==> src/sci_pkg.sv <==
// Shared types, constants and helpers for the section crossing interpolator.
// No dependencies; every other file refers to it by scoped names.
package sci_pkg;

    // data word width and derived widths of the serial multiply/divide unit
    localparam int DW  = 32;
    localparam int PW  = 2 * DW + 1;
    localparam int SCW = $clog2(PW + 1);

    // queue between front and back
    localparam int QDEPTH = 2;
    localparam int QAW    = 1;
    localparam int QCW    = 2;

    // configuration register indexes
    localparam logic [2:0] CFG_DETECT_X = 3'd0;
    localparam logic [2:0] CFG_DETECT_Y = 3'd1;
    localparam logic [2:0] CFG_MIRROR   = 3'd2;
    localparam logic [2:0] CFG_ABS_POS  = 3'd3;
    localparam logic [2:0] CFG_ABS_VEL  = 3'd4;

    // interpolation operations of one crossing, in issue order
    localparam logic [1:0] OP_TIME = 2'd0;
    localparam logic [1:0] OP_POS  = 2'd1;
    localparam logic [1:0] OP_VEL  = 2'd2;

    localparam logic AXIS_X = 1'b0;
    localparam logic AXIS_Y = 1'b1;

    localparam logic signed [DW-1:0] DMAX = {1'b0, {(DW-1){1'b1}}};
    localparam logic signed [DW-1:0] DMIN = {1'b1, {(DW-1){1'b0}}};

    typedef struct packed {
        logic detect_x;
        logic detect_y;
        logic mirror;
        logic abs_pos;
        logic abs_vel;
    } t_cfg;

    // one classified sample pair: previous and current sample plus decisions
    typedef struct packed {
        logic signed [DW-1:0] t0;
        logic signed [DW-1:0] t1;
        logic signed [DW-1:0] x0;
        logic signed [DW-1:0] x1;
        logic signed [DW-1:0] y0;
        logic signed [DW-1:0] y1;
        logic signed [DW-1:0] u0;
        logic signed [DW-1:0] u1;
        logic signed [DW-1:0] v0;
        logic signed [DW-1:0] v1;
        logic                 keep_x;
        logic                 keep_y;
        logic                 neg_x;
        logic                 neg_y;
    } t_job;

    typedef enum logic [1:0] {
        IU_IDLE,
        IU_MUL,
        IU_DIV,
        IU_DONE
    } t_iu_state;

    typedef enum logic [1:0] {
        BK_IDLE,
        BK_START,
        BK_WAIT,
        BK_OUT
    } t_bk_state;

    // negation saturating the most negative value
    function automatic logic signed [DW-1:0] sat_neg(input logic signed [DW-1:0] v);
        sat_neg = (v == DMIN) ? DMAX : -v;
    endfunction

    function automatic logic signed [DW-1:0] sat_abs(input logic signed [DW-1:0] v);
        sat_abs = v[DW-1] ? sat_neg(v) : v;
    endfunction

endpackage

==> src/sci_queue.sv <==
// Two-entry word queue between the classifying front and the interpolating back.
// Depends on sci_pkg (t_job, queue depth constants).
module sci_queue (
    input  logic          i_clk,
    input  logic          i_rst_n,
    input  logic          i_push,
    input  sci_pkg::t_job i_job,
    output logic          o_full,
    input  logic          i_pop,
    output logic          o_valid,
    output sci_pkg::t_job o_job
);

    sci_pkg::t_job r_mem [sci_pkg::QDEPTH];
    logic [sci_pkg::QAW-1:0] r_wr_ptr;
    logic [sci_pkg::QAW-1:0] r_rd_ptr;
    logic [sci_pkg::QCW-1:0] r_count;

    assign o_full  = (r_count == sci_pkg::QCW'(sci_pkg::QDEPTH));
    assign o_valid = (r_count != '0);
    assign o_job   = r_mem[r_rd_ptr];

    // storage
    always_ff @(posedge i_clk) begin
        if (i_push) begin
            r_mem[r_wr_ptr] <= i_job;
        end
    end

    // pointers and fill count
    always_ff @(posedge i_clk) begin
        if (!i_rst_n) begin
            r_wr_ptr <= '0;
            r_rd_ptr <= '0;
            r_count  <= '0;
        end else begin
            if (i_push) r_wr_ptr <= r_wr_ptr + 1'b1;
            if (i_pop)  r_rd_ptr <= r_rd_ptr + 1'b1;
            r_count <= r_count + sci_pkg::QCW'(i_push) - sci_pkg::QCW'(i_pop);
        end
    end

`ifndef SYNTHESIS
    a_no_push_full: assert property (@(posedge i_clk) disable iff (!i_rst_n)
        o_full |-> !i_push) else $error("push into full queue");
    a_no_pop_empty: assert property (@(posedge i_clk) disable iff (!i_rst_n)
        !o_valid |-> !i_pop) else $error("pop from empty queue");
    a_count_bound: assert property (@(posedge i_clk) disable iff (!i_rst_n)
        r_count <= sci_pkg::QCW'(sci_pkg::QDEPTH)) else $error("queue count overflow");
`endif

endmodule

==> src/sci_front.sv <==
// Front end: accepts samples, holds the previous one and classifies crossings.
// Depends on sci_pkg; feeds sci_queue.
module sci_front (
    input  logic                        i_clk,
    input  logic                        i_rst_n,
    input  sci_pkg::t_cfg               i_cfg,
    input  logic                        i_valid,
    output logic                        o_ready,
    input  logic                        i_orbit_start,
    input  logic signed [sci_pkg::DW-1:0] i_sample_time,
    input  logic signed [sci_pkg::DW-1:0] i_pos_x,
    input  logic signed [sci_pkg::DW-1:0] i_pos_y,
    input  logic signed [sci_pkg::DW-1:0] i_vel_x,
    input  logic signed [sci_pkg::DW-1:0] i_vel_y,
    input  logic                        i_q_full,
    output logic                        o_push,
    output sci_pkg::t_job               o_job
);

    logic signed [sci_pkg::DW-1:0] r_prev_time, r_prev_px, r_prev_py, r_prev_vx, r_prev_vy;
    logic r_have_prev;
    logic accept, test, cross_x, cross_y, wrong_x, wrong_y;

    assign o_ready = !i_q_full;
    assign accept  = i_valid && o_ready;
    assign test    = !i_orbit_start && r_have_prev;

    // strict sign changes and wrong-direction flags
    always_comb begin
        cross_x = i_cfg.detect_x && test &&
                  ((r_prev_px[sci_pkg::DW-1] && !i_pos_x[sci_pkg::DW-1] && i_pos_x != '0) ||
                   (!r_prev_px[sci_pkg::DW-1] && r_prev_px != '0 && i_pos_x[sci_pkg::DW-1]));
        cross_y = i_cfg.detect_y && test &&
                  ((r_prev_py[sci_pkg::DW-1] && !i_pos_y[sci_pkg::DW-1] && i_pos_y != '0) ||
                   (!r_prev_py[sci_pkg::DW-1] && r_prev_py != '0 && i_pos_y[sci_pkg::DW-1]));
        wrong_x = !r_prev_vx[sci_pkg::DW-1] && (r_prev_vx != '0);
        wrong_y = r_prev_vy[sci_pkg::DW-1];
    end

    // job word
    always_comb begin
        o_job.t0     = r_prev_time;
        o_job.t1     = i_sample_time;
        o_job.x0     = r_prev_px;
        o_job.x1     = i_pos_x;
        o_job.y0     = r_prev_py;
        o_job.y1     = i_pos_y;
        o_job.u0     = r_prev_vx;
        o_job.u1     = i_vel_x;
        o_job.v0     = r_prev_vy;
        o_job.v1     = i_vel_y;
        o_job.keep_x = cross_x && (!wrong_x || i_cfg.mirror);
        o_job.keep_y = cross_y && (!wrong_y || i_cfg.mirror);
        o_job.neg_x  = wrong_x && i_cfg.mirror;
        o_job.neg_y  = wrong_y && i_cfg.mirror;
    end

    assign o_push = accept && (o_job.keep_x || o_job.keep_y);

    // previous sample
    always_ff @(posedge i_clk) begin
        if (accept) begin
            r_prev_time <= i_sample_time;
            r_prev_px   <= i_pos_x;
            r_prev_py   <= i_pos_y;
            r_prev_vx   <= i_vel_x;
            r_prev_vy   <= i_vel_y;
        end
    end

    always_ff @(posedge i_clk) begin
        if (!i_rst_n) begin
            r_have_prev <= 1'b0;
        end else if (accept) begin
            r_have_prev <= 1'b1;
        end
    end

endmodule

==> src/sci_interp.sv <==
// Bit-serial interpolation unit: a0 + sign * round(|a1-a0| * |c0| / |c1-c0|).
// Shift-add multiply then restoring divide, one bit a cycle. Depends on sci_pkg.
module sci_interp (
    input  logic                          i_clk,
    input  logic                          i_rst_n,
    input  logic                          i_start,
    input  logic signed [sci_pkg::DW-1:0] i_a0,
    input  logic signed [sci_pkg::DW-1:0] i_a1,
    input  logic signed [sci_pkg::DW-1:0] i_c0,
    input  logic signed [sci_pkg::DW-1:0] i_c1,
    output logic                          o_done,
    output logic signed [sci_pkg::DW-1:0] o_result
);

    localparam int DW  = sci_pkg::DW;
    localparam int PW  = sci_pkg::PW;
    localparam int SCW = sci_pkg::SCW;

    sci_pkg::t_iu_state r_state, n_state;
    logic [SCW-1:0]   r_step;
    logic [PW-1:0]    r_prod;
    logic [DW+1:0]    r_rem;
    logic [DW-1:0]    r_p;
    logic [DW:0]      r_q;
    logic [DW-1:0]    r_a0;
    logic             r_neg;

    logic signed [DW:0] delta, qd;
    logic [DW:0]   mdelta, mq;
    logic [DW-1:0] mp;
    logic [DW:0]   sum;
    logic [DW+1:0] tmp;
    logic          ge, rnd;
    logic [DW:0]   quo;
    logic [DW+1:0] res;
    logic          last_step;

    // operand preparation at start
    always_comb begin
        delta  = {i_a1[DW-1], i_a1} - {i_a0[DW-1], i_a0};
        mdelta = delta[DW] ? (DW+1)'(-delta) : delta;
        mp     = i_c0[DW-1] ? -i_c0 : i_c0;
        qd     = {i_c1[DW-1], i_c1} - {i_c0[DW-1], i_c0};
        mq     = qd[DW] ? (DW+1)'(-qd) : qd;
    end

    // one multiply step, one divide step, final rounding
    always_comb begin
        sum = {1'b0, r_prod[PW-1:DW+1]} + (r_prod[0] ? {1'b0, r_p} : '0);
        tmp = {r_rem[DW:0], r_prod[PW-1]};
        ge  = (tmp >= {1'b0, r_q});
        rnd = ({r_rem[DW:0], 1'b0} >= {1'b0, r_q});
        quo = r_prod[DW:0] + (DW+1)'(rnd);
        res = r_neg ? {{2{r_a0[DW-1]}}, r_a0} - {1'b0, quo}
                    : {{2{r_a0[DW-1]}}, r_a0} + {1'b0, quo};
    end

    always_comb begin
        last_step = 1'b0;
        case (r_state)
            sci_pkg::IU_MUL: last_step = (r_step == SCW'(DW));
            sci_pkg::IU_DIV: last_step = (r_step == SCW'(PW - 1));
            default:         last_step = 1'b0;
        endcase
    end

    // next state
    always_comb begin
        n_state = r_state;
        case (r_state)
            sci_pkg::IU_IDLE: if (i_start) n_state = sci_pkg::IU_MUL;
            sci_pkg::IU_MUL:  if (last_step) n_state = sci_pkg::IU_DIV;
            sci_pkg::IU_DIV:  if (last_step) n_state = sci_pkg::IU_DONE;
            sci_pkg::IU_DONE: n_state = sci_pkg::IU_IDLE;
            default:          n_state = sci_pkg::IU_IDLE;
        endcase
    end

    // outputs
    always_comb begin
        o_done   = 1'b0;
        o_result = res[DW-1:0];
        case (r_state)
            sci_pkg::IU_DONE: o_done = 1'b1;
            default:          o_done = 1'b0;
        endcase
    end

    always_ff @(posedge i_clk) begin
        if (!i_rst_n) begin
            r_state <= sci_pkg::IU_IDLE;
            r_step  <= '0;
        end else begin
            r_state <= n_state;
            r_step  <= (last_step || r_state == sci_pkg::IU_IDLE) ? '0 : r_step + 1'b1;
        end
    end

    // datapath
    always_ff @(posedge i_clk) begin
        case (r_state)
            sci_pkg::IU_IDLE: begin
                if (i_start) begin
                    r_prod <= {{DW{1'b0}}, mdelta};
                    r_p    <= mp;
                    r_q    <= mq;
                    r_a0   <= i_a0;
                    r_neg  <= delta[DW];
                    r_rem  <= '0;
                end
            end
            sci_pkg::IU_MUL: r_prod <= {sum, r_prod[DW:1]};
            sci_pkg::IU_DIV: begin
                r_rem  <= ge ? tmp - {1'b0, r_q} : tmp;
                r_prod <= {r_prod[PW-2:0], ge};
            end
            default: ;
        endcase
    end

endmodule

==> src/sci_back.sv <==
// Back end: runs the interpolations of each queued job and presents results.
// Depends on sci_pkg and sci_interp.
module sci_back (
    input  logic                          i_clk,
    input  logic                          i_rst_n,
    input  sci_pkg::t_cfg                 i_cfg,
    input  logic                          i_q_valid,
    input  sci_pkg::t_job                 i_job,
    output logic                          o_pop,
    output logic                          o_valid,
    input  logic                          i_ready,
    output logic [31:0]                   o_crossing_index,
    output logic signed [sci_pkg::DW-1:0] o_crossing_time,
    output logic signed [sci_pkg::DW-1:0] o_section_position,
    output logic signed [sci_pkg::DW-1:0] o_section_velocity,
    output logic                          o_crossing_axis,
    output logic                          o_last_of_run
);

    localparam int DW = sci_pkg::DW;

    sci_pkg::t_bk_state r_state, n_state;
    sci_pkg::t_job r_job;
    logic          r_axis;
    logic [1:0]    r_op;
    logic [31:0]   r_count;
    logic signed [DW-1:0] r_t, r_pos, r_vel;

    logic iu_start, iu_done;
    logic signed [DW-1:0] a0, a1, c0, c1, iu_res, pos_n, vel_n;
    logic neg;

    // operand selection for current axis and operation
    always_comb begin
        c0 = (r_axis == sci_pkg::AXIS_X) ? r_job.x0 : r_job.y0;
        c1 = (r_axis == sci_pkg::AXIS_X) ? r_job.x1 : r_job.y1;
        case (r_op)
            sci_pkg::OP_TIME: begin
                a0 = r_job.t0;
                a1 = r_job.t1;
            end
            sci_pkg::OP_POS: begin
                a0 = (r_axis == sci_pkg::AXIS_X) ? r_job.y0 : r_job.x0;
                a1 = (r_axis == sci_pkg::AXIS_X) ? r_job.y1 : r_job.x1;
            end
            default: begin
                a0 = (r_axis == sci_pkg::AXIS_X) ? r_job.v0 : r_job.u0;
                a1 = (r_axis == sci_pkg::AXIS_X) ? r_job.v1 : r_job.u1;
            end
        endcase
    end

    sci_interp u_interp (
        .i_clk    (i_clk),
        .i_rst_n  (i_rst_n),
        .i_start  (iu_start),
        .i_a0     (a0),
        .i_a1     (a1),
        .i_c0     (c0),
        .i_c1     (c1),
        .o_done   (iu_done),
        .o_result (iu_res)
    );

    // next state
    always_comb begin
        n_state = r_state;
        case (r_state)
            sci_pkg::BK_IDLE:  if (i_q_valid) n_state = sci_pkg::BK_START;
            sci_pkg::BK_START: n_state = sci_pkg::BK_WAIT;
            sci_pkg::BK_WAIT: begin
                if (iu_done) n_state = (r_op == sci_pkg::OP_VEL) ? sci_pkg::BK_OUT
                                                                  : sci_pkg::BK_START;
            end
            sci_pkg::BK_OUT: begin
                if (i_ready) n_state = (r_axis == sci_pkg::AXIS_X && r_job.keep_y)
                                       ? sci_pkg::BK_START : sci_pkg::BK_IDLE;
            end
            default: n_state = sci_pkg::BK_IDLE;
        endcase
    end

    // outputs of the sequencer
    always_comb begin
        o_pop    = 1'b0;
        iu_start = 1'b0;
        o_valid  = 1'b0;
        case (r_state)
            sci_pkg::BK_IDLE:  o_pop    = i_q_valid;
            sci_pkg::BK_START: iu_start = 1'b1;
            sci_pkg::BK_OUT:   o_valid  = 1'b1;
            default: ;
        endcase
    end

    always_ff @(posedge i_clk) begin
        if (!i_rst_n) begin
            r_state <= sci_pkg::BK_IDLE;
            r_count <= '0;
        end else begin
            r_state <= n_state;
            if (o_valid && i_ready) r_count <= r_count + 32'd1;
        end
    end

    // job, axis, operation and partial results
    always_ff @(posedge i_clk) begin
        if (o_pop) begin
            r_job  <= i_job;
            r_axis <= i_job.keep_x ? sci_pkg::AXIS_X : sci_pkg::AXIS_Y;
            r_op   <= sci_pkg::OP_TIME;
        end
        if (r_state == sci_pkg::BK_WAIT && iu_done) begin
            case (r_op)
                sci_pkg::OP_TIME: r_t   <= iu_res;
                sci_pkg::OP_POS:  r_pos <= iu_res;
                default:          r_vel <= iu_res;
            endcase
            r_op <= r_op + 2'd1;
        end
        if (o_valid && i_ready) begin
            r_axis <= sci_pkg::AXIS_Y;
            r_op   <= sci_pkg::OP_TIME;
        end
    end

    // mirroring and absolute values
    always_comb begin
        neg   = (r_axis == sci_pkg::AXIS_X) ? r_job.neg_x : r_job.neg_y;
        pos_n = neg ? sci_pkg::sat_neg(r_pos) : r_pos;
        vel_n = neg ? sci_pkg::sat_neg(r_vel) : r_vel;
        if (i_cfg.abs_pos) pos_n = sci_pkg::sat_abs(pos_n);
        if (i_cfg.abs_vel) vel_n = sci_pkg::sat_abs(vel_n);
    end

    assign o_crossing_index   = r_count;
    assign o_crossing_time    = r_t;
    assign o_section_position = pos_n;
    assign o_section_velocity = vel_n;
    assign o_crossing_axis    = r_axis;
    assign o_last_of_run      = (r_axis == sci_pkg::AXIS_Y) || !r_job.keep_y;

endmodule

==> src/section_crossing_interpolator_core.sv <==
// Samples with no kept crossing are taken at one word per cycle into the front end
// while the queue is not full. Each kept crossing costs three interpolations on the
// shared bit-serial unit (issue, multiply, divide and done steps each), so its result
// word shows after all three, a second crossing of that sample after three more.
// Reset is synchronous, active low: state, count and queue clear at once,
// configuration returns to its reset values; no clearing pass is needed.
module section_crossing_interpolator_core (
    input  logic                          i_clk,
    input  logic                          i_rst_n,
    input  logic                          i_cfg_we,
    input  logic [2:0]                    i_cfg_index,
    input  logic                          i_cfg_data,
    input  logic                          i_valid,
    output logic                          o_ready,
    input  logic                          i_orbit_start,
    input  logic signed [sci_pkg::DW-1:0] i_sample_time,
    input  logic signed [sci_pkg::DW-1:0] i_pos_x,
    input  logic signed [sci_pkg::DW-1:0] i_pos_y,
    input  logic signed [sci_pkg::DW-1:0] i_vel_x,
    input  logic signed [sci_pkg::DW-1:0] i_vel_y,
    output logic                          o_valid,
    input  logic                          i_ready,
    output logic [31:0]                   o_crossing_index,
    output logic signed [sci_pkg::DW-1:0] o_crossing_time,
    output logic signed [sci_pkg::DW-1:0] o_section_position,
    output logic signed [sci_pkg::DW-1:0] o_section_velocity,
    output logic                          o_crossing_axis,
    output logic                          o_last_of_run
);

    sci_pkg::t_cfg r_cfg;
    sci_pkg::t_job push_job, head_job;
    logic push, pop, q_full, q_valid;

    // configuration registers
    always_ff @(posedge i_clk) begin
        if (!i_rst_n) begin
            r_cfg.detect_x <= 1'b0;
            r_cfg.detect_y <= 1'b1;
            r_cfg.mirror   <= 1'b1;
            r_cfg.abs_pos  <= 1'b0;
            r_cfg.abs_vel  <= 1'b0;
        end else if (i_cfg_we) begin
            case (i_cfg_index)
                sci_pkg::CFG_DETECT_X: r_cfg.detect_x <= i_cfg_data;
                sci_pkg::CFG_DETECT_Y: r_cfg.detect_y <= i_cfg_data;
                sci_pkg::CFG_MIRROR:   r_cfg.mirror   <= i_cfg_data;
                sci_pkg::CFG_ABS_POS:  r_cfg.abs_pos  <= i_cfg_data;
                sci_pkg::CFG_ABS_VEL:  r_cfg.abs_vel  <= i_cfg_data;
                default: ;
            endcase
        end
    end

    sci_front u_front (
        .i_clk         (i_clk),
        .i_rst_n       (i_rst_n),
        .i_cfg         (r_cfg),
        .i_valid       (i_valid),
        .o_ready       (o_ready),
        .i_orbit_start (i_orbit_start),
        .i_sample_time (i_sample_time),
        .i_pos_x       (i_pos_x),
        .i_pos_y       (i_pos_y),
        .i_vel_x       (i_vel_x),
        .i_vel_y       (i_vel_y),
        .i_q_full      (q_full),
        .o_push        (push),
        .o_job         (push_job)
    );

    sci_queue u_queue (
        .i_clk   (i_clk),
        .i_rst_n (i_rst_n),
        .i_push  (push),
        .i_job   (push_job),
        .o_full  (q_full),
        .i_pop   (pop),
        .o_valid (q_valid),
        .o_job   (head_job)
    );

    sci_back u_back (
        .i_clk              (i_clk),
        .i_rst_n            (i_rst_n),
        .i_cfg              (r_cfg),
        .i_q_valid          (q_valid),
        .i_job              (head_job),
        .o_pop              (pop),
        .o_valid            (o_valid),
        .i_ready            (i_ready),
        .o_crossing_index   (o_crossing_index),
        .o_crossing_time    (o_crossing_time),
        .o_section_position (o_section_position),
        .o_section_velocity (o_section_velocity),
        .o_crossing_axis    (o_crossing_axis),
        .o_last_of_run      (o_last_of_run)
    );

endmodule
==> config.mk <==
export PLATFORM = sky130hd
export DESIGN_NAME = section_crossing_interpolator_core
export DESIGN_NICKNAME = d
export VERILOG_FILES = /design/src/sci_pkg.sv /design/src/sci_queue.sv /design/src/sci_front.sv /design/src/sci_interp.sv /design/src/sci_back.sv /design/src/section_crossing_interpolator_core.sv
export SDC_FILE = /design/constraint.sdc
export NUM_CORES = 2
export LEC_CHECK = 0
export BUFFER_PORTS_ARGS = -buffer_cell sky130_fd_sc_hd__buf_4
export CAP_MARGIN = 30
export CORE_AREA = 2 2 510 259
export DETAILED_ROUTE_END_ITERATION = 12
export DIE_AREA = 0 0 512 261
export PLACE_DENSITY = 0.83
export RECOVER_POWER = 100
export SLEW_MARGIN = 20
export SYNTH_ARGS = -nofsm -noshare
export SYNTH_HDL_FRONTEND = slang
export SYNTH_SLANG_ARGS = --single-unit
==> constraint.sdc <==
create_clock -name i_clk -period 46.7 [get_ports i_clk]
set_input_delay 4.67 -clock i_clk [delete_from_list [all_inputs] [get_ports i_clk]]
set_output_delay 4.67 -clock i_clk [all_outputs]
set_load 0.02 [all_outputs]
# Word level (Yosys, flattened, before mapping)
# Memories as Yosys holds them, arrays and structs flattened. A register that Yosys moved wholly into a read port is not among the register bits.
# Cells that the tools add are included.
[word_totals]
regBits = 831
mem_bits_rw = 648
inputBits = 170
output_inout_bits = 132
word_cells = 215
n_memories = 1
[mem_list]
columns = ["name", "words", "width", "rd", "rd_ports_with_merged_regs", "wr", "line", "rtl"]
rows = [
  ["u_queue.r_mem", 2, 324, 1, 1, 1, "sci_queue.sv:14", "sci_pkg::t_job r_mem [sci_pkg::QDEPTH];"],
]
[op_classes]
addsub = 21
order_cmp = 2
n_eq_ne = 25
n_mux = 51
n_bitwise = 3
n_reduce_logical = 68
[op_table]
columns = ["operator", "count"]
rows = [
  ["two-way mux 32 bit", 19],
  ["case mux 65 bit (3 select lines)", 1],
  ["negator 32 bit", 5],
  ["nonzero test 32 bit", 5],
  ["== test 32 bit (second input constant)", 4],
  ["case mux 32 bit (2 select lines)", 2],
  ["two-way mux 33 bit", 3],
  ["greater-or-equal comparator 34 x 33 -> 1 bit", 2],
  ["negator 33 bit", 2],
  ["case mux 33 bit (2 select lines)", 1],
  ["subtractor 32 x 32 -> 33 bit", 2],
  ["two-way mux 65 bit", 1],
  ["adder 32 x 32 -> 33 bit", 1],
  ["subtractor 33 bit", 1],
  ["adder 32 x 1 -> 32 bit", 1],
  ["adder 32 x 1 -> 32 bit (second input constant)", 1],
  ["adder 32 bit", 1],
  ["subtractor 32 bit", 1],
  ["two-way mux 31 bit", 1],
  ["logical AND 1 bit", 23],
  ["AND reduction 2 bit", 11],
  ["two-way mux 2 bit", 9],
  ["case mux 2 bit (4 select lines)", 2],
  ["== test 2 bit (second input constant)", 6],
  ["other kinds (24)", 65],
]

# Depth between registers and ports, before layout
[logic_depth]
ltp_word = 10
depth_mapped = 37
ltp_nobuf = 35

# Cells and area by module
# A second synthesis with hierarchy kept.
[unflattened]
hier_cells = 5663
hier_area_um2 = 73680.7
[modules_own_cells]
columns = ["module", "instances", "cells_each", "area_per_inst_um2", "seq_area_each_um2"]
rows = [
  ["sci_queue", 1, 1029, 23702.7, 19558.8],
  ["sci_back", 1, 1746, 22232.6, 13322.8],
  ["sci_interp", 1, 2471, 21001.4, 6065.8],
  ["sci_front", 1, 395, 6498.7, 4824.6],
  ["section_crossing_interpolator_core", 1, 22, 245.2, 100.1],
]

# Least setup slack after synthesis
# No wires, ideal clock.
[synth_path]
kind = "reg2reg"
startpoint = "register u_back.r_state[0]"
endpoint = "register u_queue.r_count[1] (netlist bit)"
setup_ns = 0.115
arrival_time_ns = 25.763
required_ns = 46.585
setup_slack_ns = 20.822
stages_incl_launch_ff = 8
n_path_buf = 0
synth_period_minus_slack_ns = 25.878
cell_sequence = "dfxtp_1 -> nor3_1 -> ha_1 -> inv_1 -> ha_1 -> xnor2_1 -> xnor2_1 -> and2_1"
[synth_between]
elab_chain_cells = 3
[synth_rtl]
columns = ["element", "line", "rtl"]
rows = [
  ["from (decl)", "sci_back.sv:22", "sci_pkg::t_bk_state r_state, n_state;"],
  ["from (signal assigned)", "sci_back.sv:98", "r_state <= sci_pkg::BK_IDLE;"],
  ["from (signal assigned)", "sci_back.sv:101", "r_state <= n_state;"],
  ["zero test 2 bit", "sci_back.sv:88", "case (r_state)"],
  ["two-way mux 1 bit", "sci_back.sv:88", ""],
  ["named net pop", "section_crossing_interpolator_core.sv:33", "logic push, pop, q_full, q_valid;"],
  ["subtractor 2 x 1 -> 2 bit", "sci_queue.sv:39", "r_count <= r_count + sci_pkg::QCW'(i_push) - sci_pkg::QCW'(i_pop);"],
  ["to (signal assigned)", "sci_queue.sv:39", ""],
  ["to (decl)", "sci_queue.sv:17", "logic [sci_pkg::QCW-1:0] r_count;"],
]
# The timed path passes the listed nets, and every way through them passes these cells.
# A chain may end at the register's enable or synchronous reset.

# Worst setup path after layout
[layout_path]
startpoint = "input i_valid"
endpoint = "memory u_queue.r_mem[1][318] (netlist bit), enable pin"
[layout_between]
elab_chain_cells = 4
[layout_rtl]
columns = ["element", "line", "rtl"]
rows = [
  ["from (decl)", "section_crossing_interpolator_core.sv:13", "input logic i_valid,"],
  ["logical AND 1 bit", "sci_front.sv:25", "assign accept = i_valid && o_ready;"],
  ["named net u_front.accept", "sci_front.sv:22", "logic accept, test, cross_x, cross_y, wrong_x, wrong_y;"],
  ["logical AND 1 bit", "sci_front.sv:58", "assign o_push = accept && (o_job.keep_x || o_job.keep_y);"],
  ["named net push", "section_crossing_interpolator_core.sv:33", ""],
  ["two-way mux 1 bit", "sci_queue.sv:25", "if (i_push) begin"],
  ["two-way mux 1 bit (implied by the code)", "sci_queue.sv:26", "r_mem[r_wr_ptr] <= i_job;"],
  ["to (decl)", "sci_queue.sv:14", ""],
]
# The timed path passes the listed nets, and every way through them passes these cells.

==> qor.csv <==
stage;metric;value;unit
outcome;status;finished with violations;
outcome;violated checks;max-capacitance violations, max-slew violations;
layout;layout cells sized above 1;11.5;%
clocking;root cell of the clock tree;clkbuf_16;
synthesis;Post-Syn Area;70600;um2
global_route;first-pass GRT wire length;287;mm
sta;fin crit period;22850;ps
layout;Multi-input gate area;25200;um2
critical_path;WS Path Type;input port to flop;
sta;RSZ-0062 raised after global routing;no;
synthesis;sequential area share after synthesis;62.1;%
layout;synth-to-layout area growth;10.2;%
place;I/O Buffers;301;
clocking;Setup Buffers After CTS;0;
die;Die H;261;um
synthesis;synth top area cells;edfxtp_1 (61%), mux2_2 (6.8%), ha_1 (3.2%);
clocking;# hold bufs at CTS;0;
layout;Nets;5944;
sta;clock skew;43.9;ps
sta;TNS Setup;0;ps
sta;final slew viol count;2131;
synthesis;Ys Warns;0;
synthesis;Yosys top cell area share;60.5;%
synthesis;mux share of post-synthesis cell area;8.67;%
critical_path;CP arrival;23170;ps
global_route;vias in the first global route;43443;
routing;drt drc;0;
flow_run;max cap viols;39;
layout;Reg area;43900;um2
synthesis;Async SR Flop Fraction;0;%
routing;detail-routed via count per cell;6.30;
worst_hold_path;hold path cells;0;
clocking;CTS buffer count;131;
synthesis;ys flop type;edfxtp_1;
critical_path;Reg2Reg Depth;10;
routing;initial drt markers;6466;
synthesis;Post-synth EDFFs;1423;
worst_hold_path;type of the worst min-delay path;flop to flop;
sta;Tcrit/Tclk final;48.9;%
synthesis;area share of xor/xnor cells in the synthesized design;4.68;%
synthesis;Post-Synth Simple-Gate Area;9.58;%
sta;slew margin rel.;-558;%
clocking;clk slew on worst S/H paths;70;ps
layout;Fillers;9966;
synthesis;Distinct cells, synth;98;
sta;Hold Violations, Final;0;
sta;f_max;43.8;MHz
routing;Routed Antenna Nets;0;
die;initial core utilization;54.4;%
critical_path;worst endpoint required time;47020;ps
synthesis;Gate Count Post-Synth;5318;
critical_path;CP Max Fanout;159;
die;die area;134000;um2
clocking;CTS Sinks;1480;
synthesis;Seq cells post-synth;1480;
routing;DR vias;46762;
synthesis;main combinational cell family by area after synthesis;simple AND/OR/NAND/NOR gates;
die;Ports;302;
critical_path;Worst Setup Start Kind;input port;
global_route;initial antenna violation count;11;
clocking;Longest Clk Path Bufs;3;
clocking;htree depth;4;
routing;drt pass-1 iters;7;
die;Die Wd;512;um
clocking;Worst-Skew Late Latency;790;ps
synthesis;syn nets;5675;
global_route;largest net degree at the start of global routing;165;
critical_path;critical path capture point type;flop;
place;Detail Placement HPWL;142;mm
synthesis;Synth Area in Adders;3.37;%
synthesis;leading area contributor after synthesis;edfxtp_1;
synthesis;Synth Area in Compound Gates;9.44;%
sta;measured slew at the worst slew-check pin;9860;ps
global_route;All-Layer GR Usage;28.9;%
place;gpl congestion;0.978;
die;core area;130000;um2
clocking;CTS resizes;0;
synthesis;average cell area after synthesis;13.3;um2
clocking;CTS tree;yes;
global_route;GR Overflow Total;0;
routing;total wire length;197;mm
sta;Setup Viol. Count Final;0;
die;Core Rows;94;
routing;routed len/inst;26.5;um
==> metal layers <==
layer	global-route usage (%)	wire length, um
met5	0	32
met4	6.35	3580
met3	8.77	25900
met2	38.5	78700
met1	45.7	88700
==> cell families (layout without fill, tap and decap cells) <==
kind of cell	Yosys count	after routing
xor gates and xnor gates	377	377
DFF	1480	1480
other	0	3
AOI/OAI and AO/OA	1005	1005
adders and majority gates	187	187
buffers and inverters	387	762
and+or+nand+nor	1324	1324
muxes	558	558
==> metrics by stage <==
step	instance area (um2)	cells	hold WS (ps)	utilization (%)	setup slack, ps
after floorplan	70600	5318	421	-	20820
after global placement	74600	7174	422	57.5	36920
final	77800	7424	440	60.0	23850
after global routing	77800	7422	454	60.0	22440
after detailed placement	74700	7179	430	57.6	37050
after CTS	79200	7418	432	61.1	36330
==> cells in the final DEF (no fill, tap or decap), types with 34 or more instances in the layout <==
cell type,instances
a31oi_1,41
dfxtp_1,57
a21oi_1,258
nand2b_1,34
ha_1,181
o21ai_0,205
nand4_1,50
o21a_1,41
a221oi_1,62
and3_1,52
clkbuf_16,133
nor2_1,314
nor2b_1,49
and2_1,67
clkbuf_1,345
a21o_1,77
mux2_1,68
edfxtp_1,1423
mux2_2,359
inv_1,164
nor4_1,65
and2_0,38
a221o_1,35
xor2_1,144
nand3_1,109
nor3_1,84
xnor2_1,233
mux2i_1,130
o31ai_1,37
nand2_1,313
==> final timing paths <==
| kind | from | end | slack (ps) |
|---|---|---|---|
| min | u_front.r_prev_vy[4] | u_queue.r_mem[1][40] | 440 |
| min reg2reg | u_front.r_prev_vy[4] | u_queue.r_mem[1][40] | 440 |
| max | i_valid | u_queue.r_mem[1][318] | 23850 |
| max reg2reg | u_queue.r_count[0] | u_queue.r_mem[1][318] | 27270 |
==> registers in the layout (all words and copies together), names as in the netlist, 5 cells and up, named ones only <==
register and count:
u_front.r_prev_time 32, u_back.r_pos 32, r_cfg 5, u_queue.r_mem 648, u_back.u_interp.r_a0 32, u_front.r_prev_px 32
u_back.r_vel 32, u_front.r_prev_py 32, u_back.o_crossing_index 32, u_front.r_prev_vy 32, u_front.r_prev_vx 32, u_back.u_interp.r_rem 33
u_back.u_interp.r_p 32, u_back.r_job 323, u_back.u_interp.r_prod 65, u_back.u_interp.r_step 7, u_back.u_interp.r_q 33, u_back.o_crossing_time 32
==> synth_stat cells (17+ instances only) <==
library cell,count
edfxtp_1,1423
mux2_2,427
nor2_1,316
nand2_1,313
a21oi_1,258
xnor2_1,233
o21ai_0,203
ha_1,182
clkbuf_1,168
inv_1,165
xor2_1,144
mux2i_1,131
nand3_1,108
and2_1,103
nor3_1,85
a21o_1,77
nor4_1,65
a221oi_1,62
dfxtp_1,57
and3_1,52
nand4_1,49
nor2b_1,49
a31oi_1,41
o21a_1,41
o31ai_1,37
a221o_1,35
nand2b_1,34
or3_1,30
a211oi_1,29
buf_1,29
o211ai_1,25
a22oi_1,23
buf_2,22
o21bai_1,19
or4_1,19
or2_2,17
==> worst max-delay path: stages <==
cell and delay, ps:
clkbuf_4 90, and2_0 2530, o21a_1 480, and2_0 1260, clkbuf_1 870, clkbuf_1 2380, clkbuf_1 6950, clkbuf_1 1490
clkbuf_1 2240
==> layout make-up <==
type / instances / share of cell area, %
Antenna cell: 3 / 0.00964
Timing Repair Buffer: 358 / 1.90
Tap cell: 1728 / 2.78
Inverter: 165 / 0.796
Multi-Input combinational cell: 3451 / 32.4
Clock buffer: 156 / 4.39
Sequential cell: 1480 / 56.4
Clock inverter: 83 / 1.36
Power is not shown: default switching activity piles up to over one toggle a cycle in this logic, so the estimate is an artifact.
